[src/hw/rtl/lhs_pkg.sv]
// lhs_pkg: widths, register indexes, steering codes, reset values and shared
// structs for the lane histogram steering unit
// no dependencies
package lhs_pkg;

	localparam int MAX_WIDTH  = 512;
	localparam int MAX_HEIGHT = 256;
	localparam int COL_W      = $clog2(MAX_WIDTH);
	localparam int ROW_W      = $clog2(MAX_HEIGHT);
	localparam int CNT_W      = 8;
	localparam int WIN_W      = COL_W + 1;
	localparam int OFF_W      = COL_W + 1;
	localparam int CFG_IDX_W  = 3;
	localparam int CFG_DATA_W = WIN_W;

	// register indexes
	localparam logic [CFG_IDX_W-1:0] REG_BAND_TOP     = 3'd0;
	localparam logic [CFG_IDX_W-1:0] REG_BAND_ROWS    = 3'd1;
	localparam logic [CFG_IDX_W-1:0] REG_LEFT_END     = 3'd2;
	localparam logic [CFG_IDX_W-1:0] REG_RIGHT_START  = 3'd3;
	localparam logic [CFG_IDX_W-1:0] REG_IMAGE_WIDTH  = 3'd4;
	localparam logic [CFG_IDX_W-1:0] REG_FRAME_CENTER = 3'd5;
	localparam logic [CFG_IDX_W-1:0] REG_NEAR_LIMIT   = 3'd6;
	localparam logic [CFG_IDX_W-1:0] REG_FAR_LIMIT    = 3'd7;

	// steering codes
	localparam logic [2:0] STEER_STRAIGHT   = 3'd0;
	localparam logic [2:0] STEER_RIGHT_NEAR = 3'd1;
	localparam logic [2:0] STEER_RIGHT_MID  = 3'd2;
	localparam logic [2:0] STEER_RIGHT_FAR  = 3'd3;
	localparam logic [2:0] STEER_LEFT_NEAR  = 3'd4;
	localparam logic [2:0] STEER_LEFT_MID   = 3'd5;
	localparam logic [2:0] STEER_LEFT_FAR   = 3'd6;

	// register reset values
	localparam logic [ROW_W-1:0] RST_BAND_TOP     = 8'd140;
	localparam logic [ROW_W-1:0] RST_BAND_ROWS    = 8'd80;
	localparam logic [WIN_W-1:0] RST_LEFT_END     = 10'd150;
	localparam logic [COL_W-1:0] RST_RIGHT_START  = 9'd250;
	localparam logic [WIN_W-1:0] RST_IMAGE_WIDTH  = 10'd400;
	localparam logic [COL_W-1:0] RST_FRAME_CENTER = 9'd188;
	localparam logic [COL_W-1:0] RST_NEAR_LIMIT   = 9'd10;
	localparam logic [COL_W-1:0] RST_FAR_LIMIT    = 9'd20;

	typedef struct packed {
		logic [ROW_W-1:0] band_top;
		logic [ROW_W-1:0] band_rows;
		logic [WIN_W-1:0] left_window_end;
		logic [COL_W-1:0] right_window_start;
		logic [WIN_W-1:0] image_width;
		logic [COL_W-1:0] frame_center;
		logic [COL_W-1:0] near_limit;
		logic [COL_W-1:0] far_limit;
	} cfg_t;

	// pixel word as held in the read stage
	typedef struct packed {
		logic             upd;
		logic             rel0;
		logic             last;
		logic             pix;
		logic             eof;
		logic             in_left;
		logic             in_right;
		logic [COL_W-1:0] col;
	} item_t;

	// updated column count handed to the peak tracker
	typedef struct packed {
		logic             valid;
		logic             last;
		logic             in_left;
		logic             in_right;
		logic             eof;
		logic [COL_W-1:0] col;
		logic [CNT_W-1:0] cnt;
	} cnt_t;

	// peak snapshot taken at end of frame
	typedef struct packed {
		logic [CNT_W-1:0] lcnt;
		logic [COL_W-1:0] lcol;
		logic [CNT_W-1:0] rcnt;
		logic [COL_W-1:0] rcol;
	} peak_t;

endpackage

[src/hw/rtl/lhs_steer.sv]
// lhs_steer: lane midpoint, offset, steering code and output register
// depends on lhs_pkg
module lhs_steer (
	input  logic                             clk,
	input  logic                             arst_n,
	input  lhs_pkg::cfg_t                    cfg,
	input  logic                             snap_v,
	input  lhs_pkg::peak_t                   snap,
	input  logic                             out_stall,
	output logic                             hold,
	output logic                             out_valid,
	output logic        [lhs_pkg::COL_W-1:0] left_lane,
	output logic        [lhs_pkg::COL_W-1:0] right_lane,
	output logic        [lhs_pkg::COL_W-1:0] lane_center,
	output logic signed [lhs_pkg::OFF_W-1:0] center_offset,
	output logic        [2:0]                steer_code
);
	import lhs_pkg::*;

	logic [COL_W-1:0]        l;
	logic [COL_W-1:0]        r;
	logic signed [OFF_W-1:0] d;
	logic signed [OFF_W-1:0] half;
	logic [COL_W-1:0]        center;
	logic                    adv;
	logic                    v_s3;
	logic [COL_W-1:0]        l_s3;
	logic [COL_W-1:0]        r_s3;
	logic [COL_W-1:0]        center_s3;
	logic signed [OFF_W-1:0] off;
	logic [OFF_W-1:0]        mag;
	logic [2:0]              code;
	logic                    out_valid_q;
	logic [COL_W-1:0]        left_q;
	logic [COL_W-1:0]        right_q;
	logic [COL_W-1:0]        center_q;
	logic signed [OFF_W-1:0] offset_q;
	logic [2:0]              code_q;

	// empty window falls back to column 0 on the left, window start on the right
	always_comb begin
		l      = (snap.lcnt != '0) ? snap.lcol : '0;
		r      = (snap.rcnt != '0) ? snap.rcol : cfg.right_window_start;
		d      = $signed({1'b0, r}) - $signed({1'b0, l});
		// halve toward zero
		half   = (d + $signed({{(OFF_W-1){1'b0}}, d[OFF_W-1]})) >>> 1;
		center = l + half[COL_W-1:0];
	end

	assign hold = v_s3 && out_valid_q && out_stall;
	assign adv  = !hold;

	always_ff @(posedge clk or negedge arst_n) begin
		if (!arst_n) begin
			v_s3        <= 1'b0;
			out_valid_q <= 1'b0;
		end else begin
			if (adv)
				v_s3 <= snap_v;
			if (v_s3 && adv)
				out_valid_q <= 1'b1;
			else if (!out_stall)
				out_valid_q <= 1'b0;
		end
	end

	always_comb begin
		off = $signed({1'b0, center_s3}) - $signed({1'b0, cfg.frame_center});
		mag = off[OFF_W-1] ? -off : off;
		if (off == '0)
			code = STEER_STRAIGHT;
		else if (mag[COL_W-1:0] >= cfg.far_limit)
			code = off[OFF_W-1] ? STEER_LEFT_FAR : STEER_RIGHT_FAR;
		else if (mag[COL_W-1:0] >= cfg.near_limit)
			code = off[OFF_W-1] ? STEER_LEFT_MID : STEER_RIGHT_MID;
		else
			code = off[OFF_W-1] ? STEER_LEFT_NEAR : STEER_RIGHT_NEAR;
	end

	always_ff @(posedge clk) begin
		if (adv && snap_v) begin
			l_s3      <= l;
			r_s3      <= r;
			center_s3 <= center;
		end
		if (v_s3 && adv) begin
			left_q   <= l_s3;
			right_q  <= r_s3;
			center_q <= center_s3;
			offset_q <= off;
			code_q   <= code;
		end
	end

	assign out_valid     = out_valid_q;
	assign left_lane     = left_q;
	assign right_lane    = right_q;
	assign lane_center   = center_q;
	assign center_offset = offset_q;
	assign steer_code    = code_q;

endmodule

[config.mk]
export PLATFORM = sky130hd
export DESIGN_NAME = lhs_steer
export DESIGN_NICKNAME = d
export VERILOG_FILES = /design/src/hw/rtl/lhs_pkg.sv /design/src/hw/rtl/lhs_steer.sv
export SDC_FILE = /design/constraint.sdc
export NUM_CORES = 1
export LEC_CHECK = 0
export ABC_CLOCK_PERIOD_IN_PS = 13160
export BUFFER_PORTS_ARGS = -buffer_cell sky130_fd_sc_hd__buf_2
export CAP_MARGIN = 10
export CORE_MARGIN = 3
export CORE_UTILIZATION = 25
export CTS_CLUSTER_SIZE = 25
export DETAILED_ROUTE_END_ITERATION = 10
export SYNTH_ARGS = -nofsm -noshare
export SYNTH_HDL_FRONTEND = slang
export SYNTH_SLANG_ARGS = --single-unit
[constraint.sdc]
create_clock -name clk -period 13.16 [get_ports clk]
set_clock_uncertainty 0.1 [all_clocks]
set_input_delay 2.632 -clock clk [delete_from_list [all_inputs] [get_ports clk]]
set_output_delay 2.632 -clock clk [all_outputs]
set_load 0.02 [all_outputs]
==> run metrics <==
number of remaining DRC errors=0; Reg2Reg Depth=19; worst hold slack=317 ps; die area=19000 µm²; Slew @ Worst Pin=987 ps; clock-pin slew on the worst setup and hold paths=60 ps; Primary FF master, synth=edfxtp_1; Hold Buf Count CTS=0; drt via density=4.25; register area=2060 µm²; mean routed wirelength per cell=13.3 µm; worst skew pair latency=330 ps; IO Count=152; Max Freq=0.132 GHz; sequential-to-total area share from yosys stat=47.5%; startpoint types=input port; Initial Util=25.8%; Max-slew headroom=33.9%; Syn Nets=524; CTS tree=done; post-detail-place hpwl=7.63 mm; area occupied by multi-input gates=2070 µm²; Net Switching=0.000330 W; final worst path period share=57.5%; status=finished clean; GR Overflow Total=0; largest net degree at the start of global routing=41; FF-to-FF setup slack=8040 ps; YS warnings=0; Fill cells=1738; HP Class=flip-flop to flip-flop; Placer Congestion=0.810; Critical Path RT=13140 ps; post-CTS setup buffer count=0; row cnt=47; # port buffers=115; Core Region=16800 µm²; Vias=3045; Crit Path Category=input port to flip-flop; Post-synth EDFFs=67; setup violators final=0; critical path endpoint category=flip-flop; Sw Share=35.0%; share of cells above drive strength 1=33.1%; wirelength, routed=9.53 mm; Worst R2R End=steer_code[0]; CP max FO=8; Post-Syn Instances=365; Placed Cells=700; P_leak=2.51 nW; area delta synth->final=27.0%; post-synthesis instance area=4340 µm²; 1st-pass router iterations=4; RSZ-0062 raised after global routing=false; fin cells=716; diode count=0; fin crit period=7570 ps; Synth cell types=56; Flop pwr share=32.4%; Die Span Y=138 µm; setup TNS=0 ps; Total GRT Usage=10.2%; first-pass GRT wire length=14.7 mm; antenna violations before repair=0; clock root buffer=clkbuf_16; Post-synth ARST share=2.90%; Clock power frac=26.4%; Die X=138 µm; CTS Sinks=69; Routed Antenna Nets=0; critical path arrival=7550 ps; Max-cap violations=0; worst vdd ir=79.4 µV; clk buf depth=2; Avg Cell Area, Syn=11.9 µm²; H-Tree Depth=3; crit path capture=center_s3[8]; TritonCTS buffer count=9; Combinational Power Share=41.2%; Final Max Tran Viols=0; Final Hold Fails=0; beginning of the critical path=snap[14]; P_int=0.000614 W; post-synthesis register bit count=69; post_cts resized=0; nets=650; reg-to-reg startpoint=center_s3[1]; Iter 0 DRT Violations=224; PD cells=171 nW/µm²; number of global-route vias before repair=3129
==> state kept, by name, indices dropped and copies added (netlist names) <==
signal / flops
center_offset: 10
center_s3: 9
l_s3: 9
lane_center: 9
left_lane: 9
out_valid: 1
r_s3: 9
right_lane: 9
steer_code: 3
v_s3: 1
==> synth_stat cells (all sizes together) (2+ instances only) <==
library cell / n / share of area, %
o21ai: 14 / 1.6
or3: 3 / 0.43
inv: 54 / 4.7
a21o: 15 / 2.6
ha: 46 / 13
nand2b: 5 / 0.72
o21bai: 7 / 1.2
nor2b: 3 / 0.60
nand3: 6 / 1.2
a21oi: 19 / 2.2
nand2: 21 / 1.9
nor4: 5 / 1.7
a41oi: 2 / 0.40
dfrtp: 2 / 1.2
xnor2: 24 / 5.8
a21boi: 2 / 0.35
a211oi: 3 / 0.52
nor3b: 2 / 0.35
o31ai: 2 / 0.46
xor2: 8 / 1.6
nor2: 11 / 0.95
nand4: 2 / 0.29
edfxtp: 67 / 46
mux2: 8 / 2.1
buf: 3 / 0.46
and2: 3 / 0.43
a31oi: 5 / 1.1
and3: 4 / 0.58
fa: 3 / 1.4
nor3: 4 / 0.58
==> critical path, stage by stage <==
cell and delay [ps]:
buf_2 110, nor4_4 320, nand2_1 360, mux2_2 420, ha_1 370, nor2b_4 170, a221oi_4 450, a22oi_2 140
o221a_4 280, o21ai_1 170, nand2b_1 140, nor2_1 110, ha_1 180, xnor2_1 150, inv_1 80, fa_1 430
inv_1 70, a21oi_1 60, o21bai_1 200, a21o_1 150, a21oi_1 80, o21ai_0 230, xnor2_1 160, xnor2_1 80
==> final cells by class <==
cell class / count / area share (%)
clock buffer: 9 / 4.08
tap: 220 / 4.99
multi-input combinational: 239 / 37.5
sequential: 69 / 37.4
timing repair buffer: 118 / 10.8
clock inverter: 7 / 1.50
inverter: 54 / 3.68
==> cells by family after synthesis <==
kind of cell,share of synthesized area [%]
xor gates and xnor gates,7.40
buffers and inverters,5.13
DFF,47.5
and+or+nand+nor,10.2
adders and majority gates,14.6
AOI/OAI and AO/OA,13.1
muxes,2.07
==> placed cells by master, fill, tap and decap left out, types with 4 or more instances in the layout <==
cell type	n
a31oi_1	4
clkbuf_16	9
a21oi_1	19
nand2b_1	5
o21bai_1	7
a21o_1	15
xor2_1	8
inv_1	54
edfxtp_1	67
nor2_1	11
o21ai_1	5
o21ai_0	9
nand2_1	20
buf_2	115
ha_1	46
and3_1	4
mux2_2	8
xnor2_1	20
==> layer usage <==
layer | wire length (µm) | track usage [%]
met5 | 0 | 0
met3 | 795 | 2.99
met2 | 4400 | 17.4
met4 | 137 | 3.62
met1 | 4200 | 12.4
==> power groups by stage <==
| stage | Clock (W) | Combinational, W | Sequential, W |
|---|---|---|---|
| after floorplan | 0 | 0.000270 | 0.000335 |
| after global placement | 0 | 0.000375 | 0.000311 |
| after detailed placement | 0 | 0.000393 | 0.000312 |
| after CTS | 0.000260 | 0.000395 | 0.000307 |
| after global routing | 0.000269 | 0.000446 | 0.000310 |
| final | 0.000249 | 0.000389 | 0.000306 |
==> metrics by stage <==
stage / power [W] / worst slack (ps) / cell area (µm²) / utilization [%]
2_1_floorplan: 0.000606 / 6010 / 4340 / -
3_3_place_gp: 0.000687 / 5290 / 5210 / 31.0
3_5_place_dp: 0.000705 / 5140 / 5210 / 31.0
4_1_cts: 0.000962 / 5510 / 5520 / 32.8
5_1_grt: 0.00103 / 5170 / 5520 / 32.8
6_report: 0.000945 / 5590 / 5520 / 32.8
==> worst min path at each step <==
stage            start       endpoint  depth (start not counted)
5_1_grt        r_s3[0]  right_lane[0]                          0
6_report       l_s3[3]   left_lane[3]                          0
4_1_cts        r_s3[6]  right_lane[6]                          0
3_5_place_dp   l_s3[3]   left_lane[3]                          0
3_3_place_gp   r_s3[3]  right_lane[3]                          0
2_1_floorplan  l_s3[0]   left_lane[0]                          0
Power figures use the tool's default switching activity.
