<file path="src/hw/rtl/lhs_pkg.sv">
// lhs_pkg: widths, register indexes, steering codes, reset values and shared
// structs for the lane histogram steering unit
// no dependencies
package lhs_pkg;

	localparam int MAX_WIDTH  = 512;
	localparam int MAX_HEIGHT = 256;
	localparam int COL_W      = $clog2(MAX_WIDTH);
	localparam int ROW_W      = $clog2(MAX_HEIGHT);
	localparam int CNT_W      = 8;
	localparam int WIN_W      = COL_W + 1;
	localparam int OFF_W      = COL_W + 1;
	localparam int CFG_IDX_W  = 3;
	localparam int CFG_DATA_W = WIN_W;

	// register indexes
	localparam logic [CFG_IDX_W-1:0] REG_BAND_TOP     = 3'd0;
	localparam logic [CFG_IDX_W-1:0] REG_BAND_ROWS    = 3'd1;
	localparam logic [CFG_IDX_W-1:0] REG_LEFT_END     = 3'd2;
	localparam logic [CFG_IDX_W-1:0] REG_RIGHT_START  = 3'd3;
	localparam logic [CFG_IDX_W-1:0] REG_IMAGE_WIDTH  = 3'd4;
	localparam logic [CFG_IDX_W-1:0] REG_FRAME_CENTER = 3'd5;
	localparam logic [CFG_IDX_W-1:0] REG_NEAR_LIMIT   = 3'd6;
	localparam logic [CFG_IDX_W-1:0] REG_FAR_LIMIT    = 3'd7;

	// steering codes
	localparam logic [2:0] STEER_STRAIGHT   = 3'd0;
	localparam logic [2:0] STEER_RIGHT_NEAR = 3'd1;
	localparam logic [2:0] STEER_RIGHT_MID  = 3'd2;
	localparam logic [2:0] STEER_RIGHT_FAR  = 3'd3;
	localparam logic [2:0] STEER_LEFT_NEAR  = 3'd4;
	localparam logic [2:0] STEER_LEFT_MID   = 3'd5;
	localparam logic [2:0] STEER_LEFT_FAR   = 3'd6;

	// register reset values
	localparam logic [ROW_W-1:0] RST_BAND_TOP     = 8'd140;
	localparam logic [ROW_W-1:0] RST_BAND_ROWS    = 8'd80;
	localparam logic [WIN_W-1:0] RST_LEFT_END     = 10'd150;
	localparam logic [COL_W-1:0] RST_RIGHT_START  = 9'd250;
	localparam logic [WIN_W-1:0] RST_IMAGE_WIDTH  = 10'd400;
	localparam logic [COL_W-1:0] RST_FRAME_CENTER = 9'd188;
	localparam logic [COL_W-1:0] RST_NEAR_LIMIT   = 9'd10;
	localparam logic [COL_W-1:0] RST_FAR_LIMIT    = 9'd20;

	typedef struct packed {
		logic [ROW_W-1:0] band_top;
		logic [ROW_W-1:0] band_rows;
		logic [WIN_W-1:0] left_window_end;
		logic [COL_W-1:0] right_window_start;
		logic [WIN_W-1:0] image_width;
		logic [COL_W-1:0] frame_center;
		logic [COL_W-1:0] near_limit;
		logic [COL_W-1:0] far_limit;
	} cfg_t;

	// pixel word as held in the read stage
	typedef struct packed {
		logic             upd;
		logic             rel0;
		logic             last;
		logic             pix;
		logic             eof;
		logic             in_left;
		logic             in_right;
		logic [COL_W-1:0] col;
	} item_t;

	// updated column count handed to the peak tracker
	typedef struct packed {
		logic             valid;
		logic             last;
		logic             in_left;
		logic             in_right;
		logic             eof;
		logic [COL_W-1:0] col;
		logic [CNT_W-1:0] cnt;
	} cnt_t;

	// peak snapshot taken at end of frame
	typedef struct packed {
		logic [CNT_W-1:0] lcnt;
		logic [COL_W-1:0] lcol;
		logic [CNT_W-1:0] rcnt;
		logic [COL_W-1:0] rcol;
	} peak_t;

endpackage

</file>
<file path="src/hw/rtl/lhs_count_stage.sv">
// lhs_count_stage: column count memory with read-modify-write and forwarding
// depends on lhs_pkg
module lhs_count_stage (
	input  logic                      clk,
	input  logic                      arst_n,
	input  logic                      adv,
	input  logic                      accept,
	input  lhs_pkg::cfg_t             cfg,
	input  logic                      pixel_on,
	input  logic [lhs_pkg::COL_W-1:0] column,
	input  logic [lhs_pkg::ROW_W-1:0] row,
	input  logic                      end_of_frame,
	output lhs_pkg::cnt_t             cnt_o
);
	import lhs_pkg::*;

	logic [CNT_W-1:0] mem [MAX_WIDTH];

	logic [ROW_W-1:0] rel;
	logic             in_rows;
	logic             col_ok;
	item_t            item_d;
	item_t            item_s1;
	logic             v_s1;
	logic [CNT_W-1:0] rd_s1;
	logic             wr_v_q;
	logic [COL_W-1:0] wr_col_q;
	logic [CNT_W-1:0] wr_cnt_q;
	logic [CNT_W-1:0] base;
	logic [CNT_W:0]   sum;
	logic [CNT_W-1:0] cnt;
	logic             wr_en;

	always_comb begin
		rel     = row - cfg.band_top;
		in_rows = (row >= cfg.band_top) && (rel < cfg.band_rows);
		col_ok  = {1'b0, column} < cfg.image_width;
		item_d.upd      = in_rows && col_ok;
		item_d.rel0     = (rel == '0);
		item_d.last     = (rel == cfg.band_rows - 1'b1);
		item_d.pix      = pixel_on;
		item_d.eof      = end_of_frame;
		item_d.in_left  = {1'b0, column} < cfg.left_window_end;
		item_d.in_right = column >= cfg.right_window_start;
		item_d.col      = column;
	end

	always_ff @(posedge clk or negedge arst_n) begin
		if (!arst_n) begin
			v_s1   <= 1'b0;
			wr_v_q <= 1'b0;
		end else begin
			if (adv)
				v_s1 <= accept;
			if (wr_en)
				wr_v_q <= 1'b1;
		end
	end

	always_ff @(posedge clk) begin
		if (adv)
			item_s1 <= item_d;
		if (wr_en) begin
			wr_col_q <= item_s1.col;
			wr_cnt_q <= cnt;
		end
	end

	// read old data; a write in the same cycle is picked up by forwarding
	always_ff @(posedge clk) begin
		if (accept)
			rd_s1 <= mem[column];
		if (wr_en)
			mem[item_s1.col] <= cnt;
	end

	always_comb begin
		base  = (wr_v_q && wr_col_q == item_s1.col) ? wr_cnt_q : rd_s1;
		sum   = {1'b0, base} + {{CNT_W{1'b0}}, item_s1.pix};
		if (item_s1.rel0)
			cnt = {{(CNT_W-1){1'b0}}, item_s1.pix};
		else if (sum[CNT_W])
			cnt = '1;
		else
			cnt = sum[CNT_W-1:0];
		wr_en = v_s1 && item_s1.upd && adv;
	end

	always_comb begin
		cnt_o.valid    = v_s1 && item_s1.upd;
		cnt_o.last     = item_s1.last;
		cnt_o.in_left  = item_s1.in_left;
		cnt_o.in_right = item_s1.in_right;
		cnt_o.eof      = v_s1 && item_s1.eof;
		cnt_o.col      = item_s1.col;
		cnt_o.cnt      = cnt;
	end

endmodule

</file>
<file path="config.mk">
export PLATFORM = sky130hd
export DESIGN_NAME = lhs_count_stage
export DESIGN_NICKNAME = d
export VERILOG_FILES = /design/src/hw/rtl/lhs_pkg.sv /design/src/hw/rtl/lhs_count_stage.sv
export SDC_FILE = /design/constraint.sdc
export NUM_CORES = 2
export LEC_CHECK = 0
export BUFFER_PORTS_ARGS = -buffer_cell sky130_fd_sc_hd__buf_2
export CORE_MARGIN = 4
export CORE_UTILIZATION = 58
export DETAILED_ROUTE_END_ITERATION = 8
export GPL_TIMING_DRIVEN = 1
export PLACE_DENSITY_LB_ADDON = 0.08
export SLEW_MARGIN = 20
export SYNTH_ARGS = -nofsm -noshare
export SYNTH_HDL_FRONTEND = slang
export SYNTH_SLANG_ARGS = --single-unit
</file>
<file path="constraint.sdc">
create_clock -name clk -period 71.4 [get_ports clk]
set_input_delay 10.71 -clock clk [delete_from_list [all_inputs] [get_ports clk]]
set_output_delay 10.71 -clock clk [all_outputs]
set_load 0.02 [all_outputs]
</file>
==> summary.md <==
Counting every net in the synthesized netlist gives 7,809. Of the total synthesized cell area, the portion taken by XOR and XNOR cells is 0.1723%. After synthesis, flip-flops and latches occupy 77.10% of the total area.

By area, the combinational part of the netlist is dominated by multiplexers. For this run the aggregate overflow at the end of global routing stands at 0. The synthesized netlist occupies a cell area of 0.1612 sq mm.

Summed over its instances, the top area cell type makes up 77.07% of the synthesized netlist area. The library cell used as clock root buffer was sky130_fd_sc_hd__clkbuf_16. Final-report hold violation count: 0. The initial utilization of the core area, before any placement, comes to 58.30%.

The fraction of the mapped netlist area in adder cells came out at 0.3539%. STA classifies the critical path startpoint as an input port. The most used flip-flop cell after synthesis is sky130_fd_sc_hd__edfxtp_1. Dividing the detail-routed via count by the number of cells gives 6.485. The count of port buffers added during placement was 89; the net total in the final layout was 7,967.

Together, buffers and inverters on the worst path number 6. Number of filler cells placed in the layout: 18,420. For this run, design rule violations remaining after detail routing come to 0.

Clock-pin slew of the registers on the worst-case setup and hold paths: 0.06 ns. In this run, synthesis inferred 4,137 flip-flops with an integrated enable. For this run, the top clock speed supported by timing is 61.50 MHz. The clock period could shrink to 16.26 ns.

Counting instances in the post-synthesis netlist gives the leading cell types as sky130_fd_sc_hd__edfxtp_1 (4,137), sky130_fd_sc_hd__mux4_2 (1,025), sky130_fd_sc_hd__nor2_1 (702). For the total half-perimeter wirelength after legalization and detailed placement, the log shows 223.7 mm. In this run the post-CTS setup repair buffer count came out at 0. The tools report the via count of the first global-routing pass as 78,270. Measured along the x axis, the die boundary spans 535.2 um. The synthesized netlist devotes 1.918% of its cell area to compound gates.

At the pin with the least slew margin, the transition time is 1.152 ns. The logs give 0 for the number of gates resized after CTS and 0 for the max-slew violation total from the final report. The signal on the critical path passes through buf_8, buf_4, buf_4, buf_4, buf_12, buf_4, mux4_2, mux2i_1, a211oi_1, nand3_1, nand4_1, o22ai_1, nor3_1. The largest buffer count on any clock path is 4. By area the synthesized netlist is led by sky130_fd_sc_hd__edfxtp_1 (77%), sky130_fd_sc_hd__mux4_2 (14%), sky130_fd_sc_hd__nor2_1 (1.6%). The die covers 0.2864 sq mm. The slowest stage of the critical path belongs to the cell sky130_fd_sc_hd__buf_4. For the summed negative setup slack over all endpoints, the log shows 0 ns. Synthesis instantiated 52 different standard cells from the library.

The flow ran to the end, and the final reports show no timing, DRC or antenna violations. Multiplexer cells account for 16.17% of the synthesized area. After Yosys synthesis, and, or, nand and nor cells account for 2.778% of the synthesized area.

For the weighted congestion reported at the end of routability-driven placement, the log shows 0.8814. The most common cell in the synthesized netlist is sky130_fd_sc_hd__edfxtp_1. Of all nets on the critical path, the largest fanout is 119. The path class of the lowest-slack min-delay path is flip-flop to flip-flop.

The worst setup path is of the input port to flip-flop kind. The run gives 16.94 ns as the data arrival time of the critical path. The maximum cell stage delay along the critical path is 0.73 ns, and the total instance count after detailed placement is 11,120.

Yosys printed 0 warnings. The flop and latch count out of synthesis was 4,139; the number of nets still failing antenna checks after routing was 0. The run gives 77,000 as the detailed-route via count. The run gives 11,870 as the filler-free cell count of the finished design.

For the total length of routed wires, the log shows 386.5 mm. For the final database, setup skew stands at 0.05378 ns. The tools report the total setup violations reported at the end of the flow as 0. By instance count, the cell type seen most on the critical path is sky130_fd_sc_hd__buf_4. The kind of cell with the highest combined delay along the critical path is buffers and inverters.

The final cycle utilization of the critical path was 22.78%; the clock insertion delay at the later pin of the skew report was 0.96 ns. Entering global routing, the biggest net connects 229 pins. The cell type with the highest aggregate area in the netlist is sky130_fd_sc_hd__edfxtp_1. Core region area: 0.2765 sq mm. Counting every sink on the clock net gives 4,139.

Of all flip-flops after synthesis, the portion carrying an async set or reset was 0.04832%. Cells with a size suffix above 1 make up 23.01% of the layout. In this run, the number of DRC markers left after iteration 0 of detailed routing was 9,410. TritonCTS built the clock tree.

The worst pin sits at a relative slew slack of 23.18%. The global-route total usage across every layer is 27.18%, and the die extent in y is 535.2 um. The number of buffers added to fix hold violations after cts came out at 0. The number of antenna violations at the first check in global routing was 22; the max-cap violation count was 0.

The completed layout was analyzed and its total power is 5.099 mW. The analysis attributes to cell leakage a power of 55.87 nW. The logs give 5 for the number of detailed-routing iterations run before antenna repair and 0.00002621 V for the worst ir drop on vdd. Power spread over the standard cell area amounts to 28.56 mW/mm^2. 117 I/O pins were placed. In this run the number of H-tree levels came out at 5.

The row count is 193. Critical path endpoint category: a flip-flop. The mean area per synthesized cell works out to 21.02 sq um. For the worst setup path, the data required time is 72.07 ns. Counting every instance in the synthesized netlist gives 7,669.

Setup repair after global routing left no endpoint under its margin. In the final routed layout, each cell accounts on average for 32.55 um. The tools report the wire length of the first global-routing pass as 560.7 mm. Clock tree synthesis inserted a total of 409 buffers. From synthesis to final layout, the design area changed by 10.75%.
placed cells by master (no fill, tap or decap), types with 5 or more instances in the layout:
cell type,instances
sky130_fd_sc_hd__edfxtp_1,4137
sky130_fd_sc_hd__mux4_2,1025
sky130_fd_sc_hd__nor2_1,700
sky130_fd_sc_hd__clkbuf_16,417
sky130_fd_sc_hd__mux2i_1,255
sky130_fd_sc_hd__o21ai_0,170
sky130_fd_sc_hd__nand2_1,145
sky130_fd_sc_hd__a21oi_1,138
sky130_fd_sc_hd__clkinv_1,110
sky130_fd_sc_hd__o22ai_1,107
sky130_fd_sc_hd__buf_4,107
sky130_fd_sc_hd__nand3_1,99
sky130_fd_sc_hd__clkbuf_1,95
sky130_fd_sc_hd__buf_2,84
sky130_fd_sc_hd__clkinv_2,70
sky130_fd_sc_hd__inv_1,46
sky130_fd_sc_hd__ha_1,44
sky130_fd_sc_hd__mux2_2,36
sky130_fd_sc_hd__nand4_1,34
sky130_fd_sc_hd__o221ai_1,32
sky130_fd_sc_hd__a211oi_1,32
sky130_fd_sc_hd__bufinv_16,32
sky130_fd_sc_hd__o21ai_1,31
sky130_fd_sc_hd__xnor2_1,24
sky130_fd_sc_hd__buf_12,20
sky130_fd_sc_hd__nor3_1,19
sky130_fd_sc_hd__nand2_4,13
sky130_fd_sc_hd__nor2b_1,12
sky130_fd_sc_hd__a21o_1,9
sky130_fd_sc_hd__inv_6,9
sky130_fd_sc_hd__nand2b_1,8
sky130_fd_sc_hd__diode_2,7
sky130_fd_sc_hd__a21oi_4,6
sky130_fd_sc_hd__and3_1,5
sky130_fd_sc_hd__nand3_4,5
sky130_fd_sc_hd__clkinv_8,5
sky130_fd_sc_hd__buf_16,5
sequential cells by signal, summed over array words and instances (netlist names):
register and flops:
v_s1 1, wr_col_q 9, wr_cnt_q 8, rd_s1 8, mem 4096, cnt_o 12, item_s1 4, wr_v_q 1
final timing paths:
path                            from           to  cells past startpoint  slack, ns
hold / removal                wr_v_q       wr_v_q                      1       0.51
max in group asynchronous     arst_n       wr_v_q                      1      61.59
min in group asynchronous     arst_n         v_s1                      1       9.63
hold reg to reg               wr_v_q       wr_v_q                      1       0.51
setup reg to reg            cnt_o[9]  mem[168][5]                     14      64.56
setup / recovery           column[1]     rd_s1[6]                     13      55.14
layer usage:
metal / up-vias / routed length, um / GRT usage [%]
met3: 658 / 34390 / 5.328
li1: 32000 / - / -
met5: - / 9 / 0
met4: 2 / 15380 / 9.650
met2: 3419 / 181600 / 41.16
met1: 40920 / 155200 / 40.37
metrics by stage:
| stage | worst slack, ns | utilization (%) | hold WS (ns) | instance area, sq um |
|---|---|---|---|---|
| 3_5_place_dp | 54.13 | 59.89 | 0.4763 | 165600 |
| 4_1_cts | 54.66 | 64.52 | 0.4981 | 178400 |
| 2_1_floorplan | 38.72 | - | 0.4394 | 161200 |
| 3_3_place_gp | 54.18 | 59.87 | 0.4541 | 165500 |
| 6_report | 55.14 | 64.57 | 0.5114 | 178500 |
| 5_1_grt | 54.95 | 64.56 | 0.5187 | 178500 |
power by group:
| part | total, mW | internal [mW] | switching (mW) |
|---|---|---|---|
| registers | 2.73 | 2.73 | 0.00314 |
| logic | 0.296 | 0.0866 | 0.210 |
| clock network | 2.07 | 1.18 | 0.892 |
| total | 5.10 | 4.00 | 1.10 |
cell type report:
type                    count  area (sq um)  share of cell area [%]
diodes                      7         17.52                0.009812
clock buffers             512         10790                   6.045
clock inverters           234          2026                   1.135
inverters                  48         190.2                  0.1065
multi-input cells        3008         34760                   19.47
flip-flops and latches   4139        124300                   69.61
well taps                3705          4636                   2.597
repair buffers            221          1822                   1.020
cells by family after synthesis:
family,after synthesis
simple gates,1079
flops,4139
fa+ha+maj,45
buf+inv,522
mux,1317
xor+xnor,30
compound gates,537
worst register-to-register path, delay by kind of cell, from the launching register on:
kind | cells | cell delay [ns]
AND/OR/NAND/NOR | 4 | 1.65
buffers and inverters | 4 | 2.48
flip-flops | 1 | 0.64
AO/OA/AOI/OAI | 2 | 0.73
adder cells (fa/ha/maj) | 2 | 0.36
XOR/XNOR | 1 | 0.27
multiplexers | 1 | 0.29
No activity file was read; power rests on OpenSTA's default activity.
