**src/hw/rtl/lhs_pkg.sv**
```systemverilog
// lhs_pkg: widths, register indexes, steering codes, reset values and shared
// structs for the lane histogram steering unit
// no dependencies
package lhs_pkg;

	localparam int MAX_WIDTH  = 512;
	localparam int MAX_HEIGHT = 256;
	localparam int COL_W      = $clog2(MAX_WIDTH);
	localparam int ROW_W      = $clog2(MAX_HEIGHT);
	localparam int CNT_W      = 8;
	localparam int WIN_W      = COL_W + 1;
	localparam int OFF_W      = COL_W + 1;
	localparam int CFG_IDX_W  = 3;
	localparam int CFG_DATA_W = WIN_W;

	// register indexes
	localparam logic [CFG_IDX_W-1:0] REG_BAND_TOP     = 3'd0;
	localparam logic [CFG_IDX_W-1:0] REG_BAND_ROWS    = 3'd1;
	localparam logic [CFG_IDX_W-1:0] REG_LEFT_END     = 3'd2;
	localparam logic [CFG_IDX_W-1:0] REG_RIGHT_START  = 3'd3;
	localparam logic [CFG_IDX_W-1:0] REG_IMAGE_WIDTH  = 3'd4;
	localparam logic [CFG_IDX_W-1:0] REG_FRAME_CENTER = 3'd5;
	localparam logic [CFG_IDX_W-1:0] REG_NEAR_LIMIT   = 3'd6;
	localparam logic [CFG_IDX_W-1:0] REG_FAR_LIMIT    = 3'd7;

	// steering codes
	localparam logic [2:0] STEER_STRAIGHT   = 3'd0;
	localparam logic [2:0] STEER_RIGHT_NEAR = 3'd1;
	localparam logic [2:0] STEER_RIGHT_MID  = 3'd2;
	localparam logic [2:0] STEER_RIGHT_FAR  = 3'd3;
	localparam logic [2:0] STEER_LEFT_NEAR  = 3'd4;
	localparam logic [2:0] STEER_LEFT_MID   = 3'd5;
	localparam logic [2:0] STEER_LEFT_FAR   = 3'd6;

	// register reset values
	localparam logic [ROW_W-1:0] RST_BAND_TOP     = 8'd140;
	localparam logic [ROW_W-1:0] RST_BAND_ROWS    = 8'd80;
	localparam logic [WIN_W-1:0] RST_LEFT_END     = 10'd150;
	localparam logic [COL_W-1:0] RST_RIGHT_START  = 9'd250;
	localparam logic [WIN_W-1:0] RST_IMAGE_WIDTH  = 10'd400;
	localparam logic [COL_W-1:0] RST_FRAME_CENTER = 9'd188;
	localparam logic [COL_W-1:0] RST_NEAR_LIMIT   = 9'd10;
	localparam logic [COL_W-1:0] RST_FAR_LIMIT    = 9'd20;

	typedef struct packed {
		logic [ROW_W-1:0] band_top;
		logic [ROW_W-1:0] band_rows;
		logic [WIN_W-1:0] left_window_end;
		logic [COL_W-1:0] right_window_start;
		logic [WIN_W-1:0] image_width;
		logic [COL_W-1:0] frame_center;
		logic [COL_W-1:0] near_limit;
		logic [COL_W-1:0] far_limit;
	} cfg_t;

	// pixel word as held in the read stage
	typedef struct packed {
		logic             upd;
		logic             rel0;
		logic             last;
		logic             pix;
		logic             eof;
		logic             in_left;
		logic             in_right;
		logic [COL_W-1:0] col;
	} item_t;

	// updated column count handed to the peak tracker
	typedef struct packed {
		logic             valid;
		logic             last;
		logic             in_left;
		logic             in_right;
		logic             eof;
		logic [COL_W-1:0] col;
		logic [CNT_W-1:0] cnt;
	} cnt_t;

	// peak snapshot taken at end of frame
	typedef struct packed {
		logic [CNT_W-1:0] lcnt;
		logic [COL_W-1:0] lcol;
		logic [CNT_W-1:0] rcnt;
		logic [COL_W-1:0] rcol;
	} peak_t;

endpackage

```
**src/hw/rtl/lhs_peak_track.sv**
```systemverilog
// lhs_peak_track: first-maximum trackers for the left and right windows,
// snapshot at end of frame; depends on lhs_pkg
module lhs_peak_track (
	input  logic           clk,
	input  logic           arst_n,
	input  logic           adv,
	input  lhs_pkg::cnt_t  cnt_i,
	output logic           snap_v,
	output lhs_pkg::peak_t snap
);
	import lhs_pkg::*;

	logic [CNT_W-1:0] lcnt_q;
	logic [COL_W-1:0] lcol_q;
	logic [CNT_W-1:0] rcnt_q;
	logic [COL_W-1:0] rcol_q;
	logic             lbest;
	logic             rbest;
	logic             snap_v_s2;
	peak_t            snap_s2;

	always_comb begin
		lbest = cnt_i.valid && cnt_i.last && cnt_i.in_left && (cnt_i.cnt > lcnt_q);
		rbest = cnt_i.valid && cnt_i.last && cnt_i.in_right && (cnt_i.cnt > rcnt_q);
	end

	always_ff @(posedge clk or negedge arst_n) begin
		if (!arst_n) begin
			lcnt_q    <= '0;
			rcnt_q    <= '0;
			snap_v_s2 <= 1'b0;
		end else if (adv) begin
			snap_v_s2 <= cnt_i.eof;
			// end of frame clears the trackers after its own update
			if (cnt_i.eof) begin
				lcnt_q <= '0;
				rcnt_q <= '0;
			end else begin
				if (lbest)
					lcnt_q <= cnt_i.cnt;
				if (rbest)
					rcnt_q <= cnt_i.cnt;
			end
		end
	end

	// columns only count while their best count is nonzero
	always_ff @(posedge clk) begin
		if (adv && lbest)
			lcol_q <= cnt_i.col;
		if (adv && rbest)
			rcol_q <= cnt_i.col;
		if (adv && cnt_i.eof) begin
			snap_s2.lcnt <= lbest ? cnt_i.cnt : lcnt_q;
			snap_s2.lcol <= lbest ? cnt_i.col : lcol_q;
			snap_s2.rcnt <= rbest ? cnt_i.cnt : rcnt_q;
			snap_s2.rcol <= rbest ? cnt_i.col : rcol_q;
		end
	end

	assign snap_v = snap_v_s2;
	assign snap   = snap_s2;

endmodule

```
**config.mk**
```make
export PLATFORM = sky130hd
export DESIGN_NAME = lhs_peak_track
export DESIGN_NICKNAME = d
export VERILOG_FILES = /design/src/hw/rtl/lhs_pkg.sv /design/src/hw/rtl/lhs_peak_track.sv
export SDC_FILE = /design/constraint.sdc
export NUM_CORES = 1
export LEC_CHECK = 0
export ABC_CLOCK_PERIOD_IN_PS = 4200
export BUFFER_PORTS_ARGS = -buffer_cell sky130_fd_sc_hd__buf_2
export CAP_MARGIN = 20
export CORE_ASPECT_RATIO = 1.5
export CORE_MARGIN = 2
export CORE_UTILIZATION = 30
export DETAILED_ROUTE_END_ITERATION = 10
export PLACE_DENSITY = 0.47
export RECOVER_POWER = 50
export SKIP_CTS_REPAIR_TIMING = 1
export SLEW_MARGIN = 20
export SYNTH_ARGS = -nofsm -noshare
export SYNTH_HDL_FRONTEND = slang
export SYNTH_SLANG_ARGS = --single-unit
```
**constraint.sdc**
```tcl
create_clock -name clk -period 4.2 [get_ports clk]
set_input_delay 0.42 -clock clk [delete_from_list [all_inputs] [get_ports clk]]
set_output_delay 0.42 -clock clk [all_outputs]
set_load 0.05 [all_outputs]
```
==> flow_summary.ini, run 1 <==
[synthesis]
netlist_area_um2 = 3370
synth_edf_count = 52
ys_warn_count = 0
ys_seq_elements = 69
avgSynthCellArea_um2 = 13.5
synth.top_cell.area_share_pct = 46.3
synth.area.top_cells = edfxtp_1 46%, dfrtp_1 13%, ha_1 5.9%
synth_top_cell_by_area = edfxtp_1
seq_area_frac_synth_pct = 59.0
synth_cell_type_count = 39
netlist_instances = 250
synth.top_cells.by_count = 52 x edfxtp_1, 19 x inv_1, 17 x dfrtp_1, 17 x mux2_2, 16 x ha_1
synthesis.nets = 291
synthArstFlopShare_pct = 24.6
ys.flop_type = edfxtp_1
yosysMostFrequentCell = edfxtp_1

[setup_path]
cp.arrival_ps = 2950
path_class = reg2reg
endpoint_kind = flop
cp.required_ps = 4160
cp-start-kind = flop
crit_fanout = 19

[timing]
tightest_slew_ps = 1740
relSlewSlack_pct = -15.9
setup_viol = 0
hold_slack_ps = 284
rsz0062_at_grt = false
max_clock_freq_ghz = 0.334
skew_ps = 8.56
finalCritPeriodShare_pct = 71.3
period_needed_ps = 2990
finalHoldViolations = 0
maxSlewViolCount = 36
tns_ps = 0

[outcome]
status = complete, but fails checks
violations = max-capacitance violations, max-slew violations

[drt]
drtIter0Drc = 98
ant_nets = 0
viasPerCell = 5.01
detailedRoute.firstPassIterationCount = 4
wire_per_inst_um = 17.5
wl_um = 8090
drcViolationCount = 0
dr_total_vias = 2318

[floorplanning]
initial_core_util_pct = 30.6
core_um2 = 11000
die_area_um2 = 12100
die_h_um = 134
placementRows = 47
ios = 60
die_width_um = 90.5

[cells_and_area]
drive_gt1_share_pct = 19.0
final_cells = 463
antenna_cells = 0
nNetsFinal = 352
final_util_pct = 36.5
syn_to_final_growth_pct = 19.0

[clock_network]
cts_buffers = 9
path_clk_slew_ps = 60
worst_skew_pair.late_latency_ps = 330
clock_path_buffers = 2
cts_max_level = 3
tritoncts = yes
cts.sinks = 69
cts_root_buf = clkbuf_16

[place]
io_buffer_count = 59
placedCellCount = 447
gp_congestion = 0.820
hpwl_um = 5630

[grt]
grt_use_total_pct = 14.1
antenna_found_initial = 0
grt_pass1_vias = 2331
grt-ovfl-total = 0
grt_pass1_wl_um = 12900
grt_max_degree = 36

[power]
power.density_nw_per_um2 = 509
vdd_ir_drop_max_mv = 0.198
leakage_nw = 1.51

[run]
maxCapViolCount = 1

[hold_path]
hp-class = in2async
sequential cells by signal, summed over array words and instances, names as in the netlist:
| register | count |
|---|---|
| snap | 34 |
| snap_v | 1 |
| lcol_q | 9 |
| rcol_q | 9 |
| lcnt_q | 8 |
| rcnt_q | 8 |
worst paths after layout:
path	startpoint	end	slack (ps)	cells past startpoint
setup reg to reg	lcnt_q[3]	lcol_q[3]	1210	6
min in group clk	cnt_i[14]	rcol_q[6]	370	1
hold / removal	arst_n	rcnt_q[7]	280	1
hold reg to reg	snap_v	snap_v	510	1
setup / recovery	lcnt_q[3]	lcol_q[3]	1210	6
max in group asynchronous	arst_n	rcnt_q[4]	3230	1
metal layers:
| metal | track usage [%] | vias to the layer above | wire (um) |
|---|---|---|---|
| met5 | 0 | - | 0 |
| met4 | 6.41 | 0 | 218 |
| met3 | 3.82 | 17 | 437 |
| met2 | 24.3 | 84 | 4010 |
| met1 | 16.2 | 1123 | 3420 |
| li1 | - | 1094 | - |
cell type report:
| type | count | area [um2] |
|---|---|---|
| fill | 1132 | 6990 |
| sequential | 69 | 1990 |
| multi-input combinational | 152 | 1230 |
| timing repair buffer | 59 | 238 |
| clock buffer | 9 | 225 |
| tap | 147 | 184 |
| clock inverter | 7 | 75.1 |
| inverter | 20 | 75.1 |
through the flow:
stage	worst slack, ps	power (mW)	instance area [um2]
after detailed placement	1160	1.32	3780
after CTS	1320	2.08	4080
after global placement	1130	1.31	3780
final	1210	2.04	4010
after floorplan	1480	1.20	3370
after global routing	982	2.15	4010
cell families (layout without fill, tap and decap cells):
group                      Yosys count  in the layout  synth area share [%]
adders and majority gates           16             16                  5.94
and+or+nand+nor                     58             58                  9.80
DFF                                 69             69                  59.0
AOI/OAI and AO/OA                   53             53                  11.5
muxes                               25             25                  9.25
buffers and inverters               29             95                  4.53
placed cells by master (no fill, tap or decap), types with 3 or more instances in the layout:
master	n
edfxtp_1	52
clkbuf_1	46
inv_1	19
mux2_2	17
dfrtp_1	17
ha_1	16
nand2_1	13
buf_2	13
o211ai_1	12
nand3_1	12
o21ai_0	11
nor2_1	9
clkbuf_16	9
a21oi_1	8
mux2_4	8
a211oi_1	6
a211o_1	6
and3_1	4
or4b_1	4
o311ai_0	3
worst max-delay path: stages, from the launching register on:
cell       delay [ps]
dfrtp_1           350
inv_1              70
ha_1              290
nand2_1            80
o2111ai_1         870
nand2_8           290
nor2_1            650
power breakdown:
| group | switching, mW | total, mW | internal (mW) |
|---|---|---|---|
| Sequential | 0.0300 | 0.847 | 0.817 |
| Combinational | 0.296 | 0.441 | 0.145 |
| Clock | 0.293 | 0.754 | 0.461 |
| Total | 0.619 | 2.04 | 1.42 |
(Power assumes the default switching activity.)
==> run 2: changes to the inputs <==
- ABC_AREA: not set -> 1
- ABC_CLOCK_PERIOD_IN_PS: 4200 -> 3000
- clock period: 4.2 -> 3 ns (I/O delays scaled with it)
==> run 2 against run 1 <==
Compared with the run above:
- the flow now finishes without violations
- critical path depth up 2
- die area down 1.3%
- first-iteration DRC count down 37%
- sequential share of layout area up 0.12 points
- cell area down 0.25%
- synthesized cell count up 24%
- synthesized area down 1.3%
- routed wire length down 13%
- sequential power up 30%
- via count down 2.0%
- power up 16%
- final cell count up 14%
- critical path type unchanged
- largest power group unchanged
==> flow_summary.ini, run 2 <==
[outcome]
status = complete, no violations

[hold_path]
min_path_cells = 3
holdPathEnd = snap_v
hp-class = in2reg
min_from = cnt_i[17]

[clock_network]
cts_max_level = 3
clock_path_buffers = 2
tritoncts = yes
cts.sinks = 69
cts_buffers = 9
path_clk_slew_ps = 50
worst_skew_pair.late_latency_ps = 330
cts_root_buf = clkbuf_16

[synthesis]
ys.flop_type = edfxtp_1
yosysMostFrequentCell = nand2_1
avgSynthCellArea_um2 = 10.7
ys_seq_elements = 69
synth.area.top_cells = edfxtp_1 47%, dfrtp_1 13%, nand2_1 9.1%
synth_top_cell_by_area = edfxtp_1
synthesis.nets = 352
synth_cell_type_count = 22
seq_area_frac_synth_pct = 59.7
synth_edf_count = 52
ys_warn_count = 0
synthArstFlopShare_pct = 24.6
synth.top_cells.by_count = 81 x nand2_1, 52 x edfxtp_1, 41 x inv_1, 34 x nand3_1, 17 x dfrtp_1
netlist_instances = 311
netlist_area_um2 = 3330
synth.top_cell.area_share_pct = 47.0

[cells_and_area]
final_common_cell = nand2_1
final_area_um2 = 4000
layout_common_cells = 81 x nand2_1, 52 x edfxtp_1, 44 x clkbuf_1
syn_to_final_growth_pct = 20.3
fill_cells = 1140
final_util_pct = 36.6
drive_gt1_share_pct = 15.1
antenna_cells = 0
largest_reg_flops = 34
nNetsFinal = 420

[power]
vdd_ir_drop_max_mv = 0.282
p_total_mw = 2.36
power.density_nw_per_um2 = 590
leakage_nw = 1.75

[timing]
skew_ps = 6.84
period_needed_ps = 2090
layout_setup_ws_ps = 909
max_clock_freq_ghz = 0.478
finalHoldViolations = 0
setup_viol = 0
tns_ps = 0
finalCritPeriodShare_pct = 69.7
rsz0062_at_grt = false
tightest_slew_ps = 1080
relSlewSlack_pct = 27.8
maxSlewViolCount = 0

[place]
gp_congestion = 0.823
postPlaceCellArea_um2 = 3790
io_buffer_count = 59
place_ws_ps = 886
hpwl_um = 5240

[setup_path]
cp.arrival_ps = 2120
timing.rr.end = rcol_q[7]
crit_fanout = 27
r2r_cells = 8
endpoint_kind = flop
path_class = reg2reg
cp.required_ps = 3030
r2r_setup_slack_ps = 910
cp-start-kind = flop
r2r_start = rcnt_q[3]

[drt]
wire_per_inst_um = 13.3
viasPerCell = 4.29
ant_nets = 0
drcViolationCount = 0
dr_total_vias = 2272
detailedRoute.firstPassIterationCount = 4
drtIter0Drc = 62
wl_um = 7030

[floorplanning]
initial_core_util_pct = 30.4
ios = 60
placementRows = 47
die_area_um2 = 12000
die_width_um = 90.0
die_h_um = 133
core_um2 = 10900

[grt]
grt-ovfl-total = 0
grt_pass1_vias = 2332
grt_max_degree = 28
antenna_found_initial = 0
grt_pass1_wl_um = 11500
grt_use_total_pct = 12.4

[run]
maxCapViolCount = 0
run 2: changes by cell type in the layout (fill, tap and decap cells not counted), moves of 6 or more:
cell	previous run	this run
nand2_1	13	81
a211oi_1	6	0
o21ai_2	0	9
inv_1	19	41
o21ai_1	0	9
and2_1	0	16
mux2_2	17	0
mux2_4	8	0
o211ai_1	12	0
nand3_1	12	34
o21ai_0	11	0
a211o_1	6	0
run 2: power by group:
| group | leakage, nW | switching (mW) | internal (mW) |
|---|---|---|---|
| clock | 0.122 | 0.366 | 0.548 |
| combinational | 0.911 | 0.250 | 0.0969 |
| sequential | 0.718 | 0.0163 | 1.08 |
run 2: how the worst max path moves through the flow:
stage / startpoint / endpoint / slack [ps] / cells after the start
floorplan: lcnt_q[6] / lcol_q[0] / 850 / 8
global placement: cnt_i[0] / rcol_q[0] / 900 / 9
detailed placement: cnt_i[0] / rcol_q[0] / 890 / 9
CTS: rcnt_q[3] / rcol_q[7] / 890 / 8
global route: rcnt_q[3] / rcol_q[7] / 780 / 8
finish: rcnt_q[3] / rcol_q[7] / 910 / 8
run 2: per-stage QoR:
| step | std cells | hold slack (ps) |
|---|---|---|
| 2_1_floorplan | 311 | 4.41 |
| 5_1_grt | 530 | 228 |
| 3_3_place_gp | 514 | 288 |
| 6_report | 530 | 210 |
| 4_1_cts | 529 | -74.5 |
| 3_5_place_dp | 514 | 275 |
run 2: metal layers:
| metal | track usage (%) | up-vias | wire (um) |
|---|---|---|---|
| li1 | - | 1162 | - |
| met1 | 13.6 | 1039 | 2840 |
| met2 | 22.8 | 61 | 3750 |
| met3 | 3.59 | 10 | 320 |
| met4 | 4.53 | 0 | 117 |
| met5 | 0 | - | 0 |
run 2: logic make-up after synthesis:
logic type / count (synthesis) / synth area share [%]
simple gates: 152 / 22.0
compound gates: 26 / 5.76
flops: 69 / 59.7
fa+ha+maj: 16 / 6.02
buf+inv: 48 / 6.47
run 2: critical path: stages, from the launching register on:
cell and delay [ps]:
dfrtp_1 380, inv_1 110, ha_1 250, nand2_1 90, nor2_1 70, a21oi_4 280, nand2_4 240, nor2_1 150
buf_4 200
run 2: final cells by class:
cell class                 count  area, um2  area share, %
timing repair buffer          64        294           7.35
clock inverter                 5       28.8          0.719
clock buffer                  10        229           5.72
inverter                      41        154           3.85
tap                          147        184           4.60
multi-input combinational    194       1120           28.1
sequential                    69       1990           49.7
